**src/hw/rtl/pulse_width_sensor_frame_decoder_unit_defines.svh**
```systemverilog
// Assertion macros for the pulse-width sensor frame decoder
`ifndef PULSE_WIDTH_SENSOR_FRAME_DECODER_UNIT_DEFINES_SVH
`define PULSE_WIDTH_SENSOR_FRAME_DECODER_UNIT_DEFINES_SVH

// same-cycle implication, checked out of reset
`define PWSFD_ASSERT_NOW(label, clk, rstn, ante, cons) \
    label: assert property (@(posedge clk) disable iff (!(rstn)) (ante) |-> (cons)) \
        else $error("pwsfd: same-cycle check failed");

// next-cycle implication, checked out of reset
`define PWSFD_ASSERT_NEXT(label, clk, rstn, ante, cons) \
    label: assert property (@(posedge clk) disable iff (!(rstn)) (ante) |=> (cons)) \
        else $error("pwsfd: next-cycle check failed");

`endif

```
**src/hw/rtl/pwsfd_pkg.sv**
```systemverilog
// Shared types and constants for the pulse-width sensor frame decoder
package pwsfd_pkg;

    localparam int FRAME_BITS = 40;
    localparam int IV_W       = 16;
    localparam int CNT_W      = 8;
    localparam int BITCNT_W   = 6;
    localparam int CFG_IDX_W  = 2;

    localparam logic [IV_W-1:0] INTERVAL_MIN_RST  = 16'd50;
    localparam logic [IV_W-1:0] INTERVAL_MAX_RST  = 16'd150;
    localparam logic [IV_W-1:0] ONE_THRESHOLD_RST = 16'd110;

    typedef enum logic [1:0] {
        FUNC_START  = 2'd0,
        FUNC_EDGE   = 2'd1,
        FUNC_FINISH = 2'd2,
        FUNC_UNUSED = 2'd3
    } func_t;

    typedef enum logic [1:0] {
        ST_OK       = 2'd0,
        ST_TIMING   = 2'd1,
        ST_BITCOUNT = 2'd2,
        ST_CHECKSUM = 2'd3
    } status_t;

    typedef enum logic [CFG_IDX_W-1:0] {
        CFG_INTERVAL_MIN  = 2'd0,
        CFG_INTERVAL_MAX  = 2'd1,
        CFG_ONE_THRESHOLD = 2'd2,
        CFG_SENSOR_MODEL  = 2'd3
    } cfg_idx_t;

endpackage

```
**src/hw/rtl/pulse_width_sensor_frame_decoder_unit.sv**
```systemverilog
// Pulse-width sensor frame decoder: input register, frame state and result register
//
// Input channel (s_valid/s_ready) carries a function code and an edge interval:
// start clears the frame, edge classifies one interval between falling edges,
// finish reports the frame. Only finish produces a result transfer on the
// m_ channel (status, 40 received bits, humidity, temperature, counts).
// Configuration is a plain write port (cfg_we, cfg_addr, cfg_wdata); the user is
// to write it only while the block is idle, as the block does not enforce this;
// sensor_model takes cfg_wdata bit 0. A finish passes from the input register into
// the result register, whose valid bit drives m_valid. Throughput: one item per
// cycle while no finish waits behind a held result; the input register and the
// result register each take a new item whenever they are empty or are being
// emptied. When the receiver stalls, the result holds in the result register;
// the input register still takes one more item, and edge and start items keep
// flowing past a held result, since they produce no transfer.
// Reset (aresetn low, synchronous) empties both registers, clears the frame
// and loads the configuration defaults 50, 150, 110 and model 1.
module pulse_width_sensor_frame_decoder_unit (
    input  logic                                aclk,
    input  logic                                aresetn,
    input  logic                                cfg_we,
    input  logic [pwsfd_pkg::CFG_IDX_W-1:0]     cfg_addr,
    input  logic [pwsfd_pkg::IV_W-1:0]          cfg_wdata,
    input  logic                                s_valid,
    output logic                                s_ready,
    input  logic [1:0]                          s_func,
    input  logic [pwsfd_pkg::IV_W-1:0]          s_interval,
    output logic                                m_valid,
    input  logic                                m_ready,
    output logic [1:0]                          m_status,
    output logic [pwsfd_pkg::FRAME_BITS-1:0]    m_frame_bytes,
    output logic [15:0]                         m_humidity_raw,
    output logic signed [15:0]                  m_temperature_raw,
    output logic [pwsfd_pkg::CNT_W-1:0]         m_edge_total,
    output logic [pwsfd_pkg::CNT_W-1:0]         m_error_total,
    output logic [pwsfd_pkg::BITCNT_W-1:0]      m_bits_received
);
    import pwsfd_pkg::*;

    `include "pulse_width_sensor_frame_decoder_unit_defines.svh"

    localparam logic [CNT_W-1:0]    CNT_MAX   = {CNT_W{1'b1}};
    localparam logic [BITCNT_W-1:0] FRAME_CNT = BITCNT_W'(FRAME_BITS);
    localparam logic [BITCNT_W-1:0] LAST_POS  = BITCNT_W'(FRAME_BITS - 1);

    logic [IV_W-1:0] int_min_reg;
    logic [IV_W-1:0] int_max_reg;
    logic [IV_W-1:0] thr_reg;
    logic            model_reg;

    logic            in_vld_reg, in_vld_next;
    func_t           in_func_reg;
    logic [IV_W-1:0] in_iv_reg;

    logic [FRAME_BITS-1:0] shift_reg, shift_next;
    logic [BITCNT_W-1:0]   bit_cnt_reg, bit_cnt_next;
    logic [CNT_W-1:0]      err_cnt_reg, err_cnt_next;
    logic [CNT_W-1:0]      edge_cnt_reg, edge_cnt_next;
    logic                  start_seen_reg, start_seen_next;

    logic                  out_vld_reg, out_vld_next;
    status_t               out_status_reg, out_status_next;
    logic [FRAME_BITS-1:0] out_frame_reg;
    logic [15:0]           out_hum_reg, out_hum_next;
    logic [15:0]           out_temp_reg, out_temp_next;
    logic [CNT_W-1:0]      out_edge_reg;
    logic [CNT_W-1:0]      out_err_reg;
    logic [BITCNT_W-1:0]   out_bits_reg;

    logic                  advance;
    logic                  load_out;
    logic                  iv_long;
    logic                  iv_bad;
    logic [BITCNT_W-1:0]   bit_pos;
    logic [7:0]            b0, b1, b2, b3, b4;
    logic [7:0]            sum8;
    logic [14:0]           mag;

    logic                  start_adv;
    logic                  frame_idle;
    logic                  edge_full;
    logic                  out_has_err;
    logic                  out_short;

    // configuration
    always_ff @(posedge aclk) begin
        if (!aresetn) begin
            int_min_reg <= INTERVAL_MIN_RST;
            int_max_reg <= INTERVAL_MAX_RST;
            thr_reg     <= ONE_THRESHOLD_RST;
            model_reg   <= 1'b1;
        end else if (cfg_we) begin
            unique case (cfg_idx_t'(cfg_addr))
                CFG_INTERVAL_MIN:  int_min_reg <= cfg_wdata;
                CFG_INTERVAL_MAX:  int_max_reg <= cfg_wdata;
                CFG_ONE_THRESHOLD: thr_reg     <= cfg_wdata;
                CFG_SENSOR_MODEL:  model_reg   <= cfg_wdata[0];
                default:           model_reg   <= model_reg;
            endcase
        end
    end

    // handshake
    assign advance  = in_vld_reg && ((in_func_reg != FUNC_FINISH) || !out_vld_reg || m_ready);
    assign load_out = advance && (in_func_reg == FUNC_FINISH);
    assign s_ready  = !in_vld_reg || advance;

    always_comb begin
        in_vld_next = in_vld_reg;
        if (s_ready) begin
            in_vld_next = s_valid;
        end
        out_vld_next = out_vld_reg;
        if (load_out) begin
            out_vld_next = 1'b1;
        end else if (m_ready) begin
            out_vld_next = 1'b0;
        end
    end

    // frame update
    assign iv_long = in_iv_reg > int_max_reg;
    assign iv_bad  = (in_iv_reg < int_min_reg) || iv_long;
    assign bit_pos = LAST_POS - bit_cnt_reg;

    always_comb begin
        shift_next      = shift_reg;
        bit_cnt_next    = bit_cnt_reg;
        err_cnt_next    = err_cnt_reg;
        edge_cnt_next   = edge_cnt_reg;
        start_seen_next = start_seen_reg;
        if (advance) begin
            unique case (in_func_reg)
                FUNC_START: begin
                    shift_next      = '0;
                    bit_cnt_next    = '0;
                    err_cnt_next    = '0;
                    edge_cnt_next   = '0;
                    start_seen_next = 1'b0;
                end
                FUNC_EDGE: begin
                    if (edge_cnt_reg != CNT_MAX) begin
                        edge_cnt_next = edge_cnt_reg + 1'b1;
                    end
                    priority if (iv_long && !start_seen_reg) begin
                        start_seen_next = 1'b1;
                    end else if (iv_bad || (bit_cnt_reg >= FRAME_CNT)) begin
                        if (err_cnt_reg != CNT_MAX) begin
                            err_cnt_next = err_cnt_reg + 1'b1;
                        end
                    end else begin
                        if (in_iv_reg > thr_reg) begin
                            shift_next[bit_pos] = 1'b1;
                        end
                        bit_cnt_next = bit_cnt_reg + 1'b1;
                    end
                end
                default: begin
                    shift_next = shift_reg;
                end
            endcase
        end
    end

    // report
    assign b0   = shift_reg[39:32];
    assign b1   = shift_reg[31:24];
    assign b2   = shift_reg[23:16];
    assign b3   = shift_reg[15:8];
    assign b4   = shift_reg[7:0];
    assign sum8 = b0 + b1 + b2 + b3;
    assign mag  = {b2[6:0], b3};

    always_comb begin
        priority if (err_cnt_reg != '0) begin
            out_status_next = ST_TIMING;
        end else if (bit_cnt_reg != FRAME_CNT) begin
            out_status_next = ST_BITCOUNT;
        end else if (sum8 != b4) begin
            out_status_next = ST_CHECKSUM;
        end else begin
            out_status_next = ST_OK;
        end
        if (model_reg) begin
            out_hum_next  = {b0, b1};
            out_temp_next = b2[7] ? (16'd0 - {1'b0, mag}) : {1'b0, mag};
        end else begin
            out_hum_next  = {8'd0, b0};
            out_temp_next = {8'd0, b2};
        end
    end

    always_ff @(posedge aclk) begin
        if (!aresetn) begin
            in_vld_reg     <= 1'b0;
            out_vld_reg    <= 1'b0;
            shift_reg      <= '0;
            bit_cnt_reg    <= '0;
            err_cnt_reg    <= '0;
            edge_cnt_reg   <= '0;
            start_seen_reg <= 1'b0;
        end else begin
            in_vld_reg     <= in_vld_next;
            out_vld_reg    <= out_vld_next;
            shift_reg      <= shift_next;
            bit_cnt_reg    <= bit_cnt_next;
            err_cnt_reg    <= err_cnt_next;
            edge_cnt_reg   <= edge_cnt_next;
            start_seen_reg <= start_seen_next;
        end
    end

    always_ff @(posedge aclk) begin
        if (s_ready) begin
            in_func_reg <= func_t'(s_func);
            in_iv_reg   <= s_interval;
        end
        if (load_out) begin
            out_status_reg <= out_status_next;
            out_frame_reg  <= shift_reg;
            out_hum_reg    <= out_hum_next;
            out_temp_reg   <= out_temp_next;
            out_edge_reg   <= edge_cnt_reg;
            out_err_reg    <= err_cnt_reg;
            out_bits_reg   <= bit_cnt_reg;
        end
    end

    assign m_valid           = out_vld_reg;
    assign m_status          = out_status_reg;
    assign m_frame_bytes     = out_frame_reg;
    assign m_humidity_raw    = out_hum_reg;
    assign m_temperature_raw = out_temp_reg;
    assign m_edge_total      = out_edge_reg;
    assign m_error_total     = out_err_reg;
    assign m_bits_received   = out_bits_reg;

    assign start_adv   = advance && (in_func_reg == FUNC_START);
    assign frame_idle  = (bit_cnt_reg == '0) && (edge_cnt_reg == '0) && (err_cnt_reg == '0)
                         && !start_seen_reg;
    assign edge_full   = edge_cnt_reg == CNT_MAX;
    assign out_has_err = out_vld_reg && (out_err_reg != '0);
    assign out_short   = out_vld_reg && (out_err_reg == '0) && (out_bits_reg != FRAME_CNT);

    `PWSFD_ASSERT_NOW(a_bit_cnt_bound, aclk, aresetn, 1'b1, bit_cnt_reg <= FRAME_CNT)
    `PWSFD_ASSERT_NEXT(a_start_clears, aclk, aresetn, start_adv, frame_idle)
    `PWSFD_ASSERT_NEXT(a_edge_saturates, aclk, aresetn, edge_full && !start_adv, edge_full)
    `PWSFD_ASSERT_NOW(a_timing_first, aclk, aresetn, out_has_err, out_status_reg == ST_TIMING)
    `PWSFD_ASSERT_NOW(a_count_status, aclk, aresetn, out_short, out_status_reg == ST_BITCOUNT)

endmodule

```
**config.mk**
```make
export PLATFORM = sky130hd
export DESIGN_NAME = pulse_width_sensor_frame_decoder_unit
export DESIGN_NICKNAME = d
export VERILOG_FILES = /design/src/hw/rtl/pwsfd_pkg.sv /design/src/hw/rtl/pulse_width_sensor_frame_decoder_unit.sv
export VERILOG_INCLUDE_DIRS = /design/src /design/src/hw/rtl
export SDC_FILE = /design/constraint.sdc
export NUM_CORES = 1
export LEC_CHECK = 0
export BUFFER_PORTS_ARGS = -buffer_cell sky130_fd_sc_hd__buf_2
export CORE_MARGIN = 4
export CORE_UTILIZATION = 30
export CTS_CLUSTER_DIAMETER = 60
export DETAILED_ROUTE_END_ITERATION = 8
export PLACE_DENSITY = 0.58
export RECOVER_POWER = 50
export SLEW_MARGIN = 0
export SYNTH_ARGS = -nofsm -noshare
export SYNTH_HDL_FRONTEND = slang
export SYNTH_SLANG_ARGS = --single-unit
```
**constraint.sdc**
```tcl
create_clock -name aclk -period 6.84 [get_ports aclk]
set_clock_uncertainty 0.05 [all_clocks]
set_input_delay 1.368 -clock aclk [delete_from_list [all_inputs] [get_ports aclk]]
set_output_delay 1.368 -clock aclk [all_outputs]
set_load 0.05 [all_outputs]
```
==> run_results.csv <==
group,metric,value,unit
sta,whs,0.410,ns
finish,synthToLayoutAreaGrowth,21.3,%
sta,tightest_slew,2.36,ns
finish,antennaDiodeCount,0,
clocking,htree_levels,1,
sta,fmax,216,MHz
floorplan,die_w,193,um
finish,nNetsFinal,1204,
floorplan,rows,67,
pwr,switching_share,21.7,%
global_route,overflow,0,
detailed_routing,postRouteAntennaNets,0,
finish,final_cells,1557,
placement,dp.cells,1505,
sta,period_share,67.8,%
detailed_routing,vias,7250,
yosys,ys_warn_count,0,
clocking,insertion_delay,0.54,ns
placement,io_buffers,138,
yosys,ys_types,58,
yosys,yosysTopAreaCell,"edfxtp_1",
sta,layout_min_cycle_time,4.64,ns
clocking,post_cts_buffers,0,
critical_path,reg2reg_slack,3.17,ns
yosys,syn_area,10300,um2
floorplan,io_pins,139,
floorplan,start_util,30.5,%
pwr,ir_drop,0.000201,V
critical_path,crit_path_max_incr_delay,1.19,ns
critical_path,crit_required,5.42,ns
clocking,path_clk_slew,0.06,ns
pwr,combPwrFrac,5.1,%
finish,drive_gt1_share,17.9,%
clocking,hold_buffers,0,
yosys,synth_edf_count,114,
critical_path,crit_path_top_delay_cell,"or2_0",
yosys,synth-main-ff-cell,"edfxtp_1",
global_route,gr-usage-met3,2.29,%
clocking,clock_path_buffers,3,
clocking,clock_sinks,228,
global_route,track_usage,13.3,%
detailed_routing,wire_per_inst,16.1,um
run_status,status,"finished with violations",
sta,setup_ws,2.20,ns
global_route,antenna_found_initial,0,
global_route,top_usage_layer,"met2",
critical_path,crit_fanout,20,
critical_path,critPathArrivalTime,3.22,ns
global_route,grt_max_degree,64,
yosys,synth-seq-cells,228,
global_route,use_met2,22.7,%
run_status,violations,"capacitance limit, slew limit",
floorplan,core_area,33700,um2
sta,finalSetupViolations,0,
floorplan,die-area,37300,um2
detailed_routing,drc,0,
sta,slew_headroom,-57.5,%
critical_path,critPathKind,"in -> out",
clocking,ctsResizeCount,0,
clocking,cts-buffers-inserted,28,
placement,routabilityCongestion,0.814,
sta,fin_tns_setup,0,ns
sta,slew_violations,157,
critical_path,endpoint_kind,"output pin",
detailed_routing,drtPass1Iterations,6,
yosys,synth_nets,1066,
detailed_routing,viasPerCell,4.66,
detailed_routing,drt_wl_total,25.0,mm
yosys,synth-seq-area-share,55.5,%
yosys,synth_top_area_share,33.3,%
yosys,syn_area_per_cell,10.8,um2
yosys,synth.area.top_cells,"edfxtp_1 33%, dfxtp_1 22%, ha_1 7.5%, nand2_1 5.3%, a21boi_0 2.8%",
job,cap_violations,4,
global_route,met1_usage,17.6,%
floorplan,dieHeight,193,um
yosys,syn_inst,949,
pwr,p_int,2.52,mW
global_route,grt_first_pass_wirelength,39.4,mm
sta,rsz0062_at_grt,"no",
pwr,p_clk_share,49.4,%
yosys,synthArstFlopShare,0,%
pwr,switching_power,0.696,mW
pwr,finalPower,3.21,mW
placement,dp_hpwl,18.2,mm
clocking,cts_tree,"built",
sta,finalHoldViolCount,0,
pwr,p_leak,5.02,nW
placement,dp_slack,2.96,ns
critical_path,cp-start-kind,"primary input",
critical_path,cp_cell_sequence,"buf_2 -> nand2b_1 -> or2_0 -> buf_2",
pwr,power.share.sequential,45.5,%
finish,final_cell_mix,"144 x nand2_1, 130 x buf_2, 114 x dfxtp_1, 114 x edfxtp_1, 71 x inv_1",
critical_path,path_common_cell,"buf_2",
finish,final_common_cell,"nand2_1",
global_route,grt_pass1_vias,7186,
hold_path,min_path_type,"reg -> reg",
pwr,powerDensity,258,nW/um2
detailed_routing,first_iter_violations,447,
clocking,cts_root_buf,"clkbuf_16",
[per-layer routing]
layer  up-vias  wire length (um)
met1      3388             11300
met2       176             11900
met4         0               593
li1       3648                 -
met3        38              1220
met5         -                 0
[metrics by stage]
stage,cell area [um2],utilization (%)
2_1_floorplan,10300,-
5_1_grt,12500,37.0
6_report,12500,37.0
3_5_place_dp,11500,34.0
3_3_place_gp,11500,34.0
4_1_cts,12500,37.1
[critical path: cells and delay by family]
| kind | cells | cell delay [ns] |
|---|---|---|
| simple gates | 2 | 1.31 |
| buf+inv | 2 | 0.53 |
[cells by family (layout without fill, tap and decap cells)]
logic type	Yosys count	in the layout	synth area share (%)
fa+ha+maj	76	76	10.3
flops	228	228	55.5
buf+inv	110	270	4.09
simple gates	291	291	13.3
compound gates	200	200	12.8
mux	12	12	1.25
xor+xnor	32	32	2.73
[synthesized netlist by cell type (2+ instances only)]
library cell,instances
inv_1,71
dfxtp_1,114
o211ai_1,15
clkbuf_1,32
o21a_1,6
nor2b_1,8
nand2b_1,6
o22ai_1,7
nor3_1,4
edfxtp_1,114
xnor2_1,18
buf_1,3
and3_1,5
ha_1,62
buf_2,2
a21oi_1,43
a31oi_1,3
and2_1,14
o31ai_1,8
a21o_1,7
nand2_1,144
xor2_1,14
a21boi_0,39
o21ai_0,40
nor3b_1,4
nor4_1,4
and3b_1,2
or4_1,4
o21bai_1,2
nor2_1,43
fa_1,14
mux2i_1,5
nand4_1,15
or3_1,13
a41oi_1,16
or2_2,3
mux2_2,7
a211oi_1,3
nand3_1,16
[layout make-up]
cell class	count	area [um2]
clock inverters	13	190
well taps	448	561
inverters	71	267
repair buffers	147	741
fillers	3391	21200
flip-flops and latches	228	5710
clock buffers	39	837
multi-input cells	611	4170
[power groups by stage]
stage / combinational [mW] / sequential [mW] / clock (mW)
final: 0.164 / 1.46 / 1.59
after global routing: 0.185 / 1.47 / 1.69
after CTS: 0.166 / 1.46 / 1.63
after detailed placement: 0.165 / 1.49 / 0
after global placement: 0.163 / 1.49 / 0
after floorplan: 0.0930 / 1.51 / 0
[final timing paths]
kind,start,end,cells past startpoint
max,m_ready,s_ready,4
max reg2reg,shift_reg[17],m_status[1],13
min reg2reg,shift_reg[38],m_frame_bytes[38],0
min,shift_reg[38],m_frame_bytes[38],0
Power figures use the tool's default switching activity.
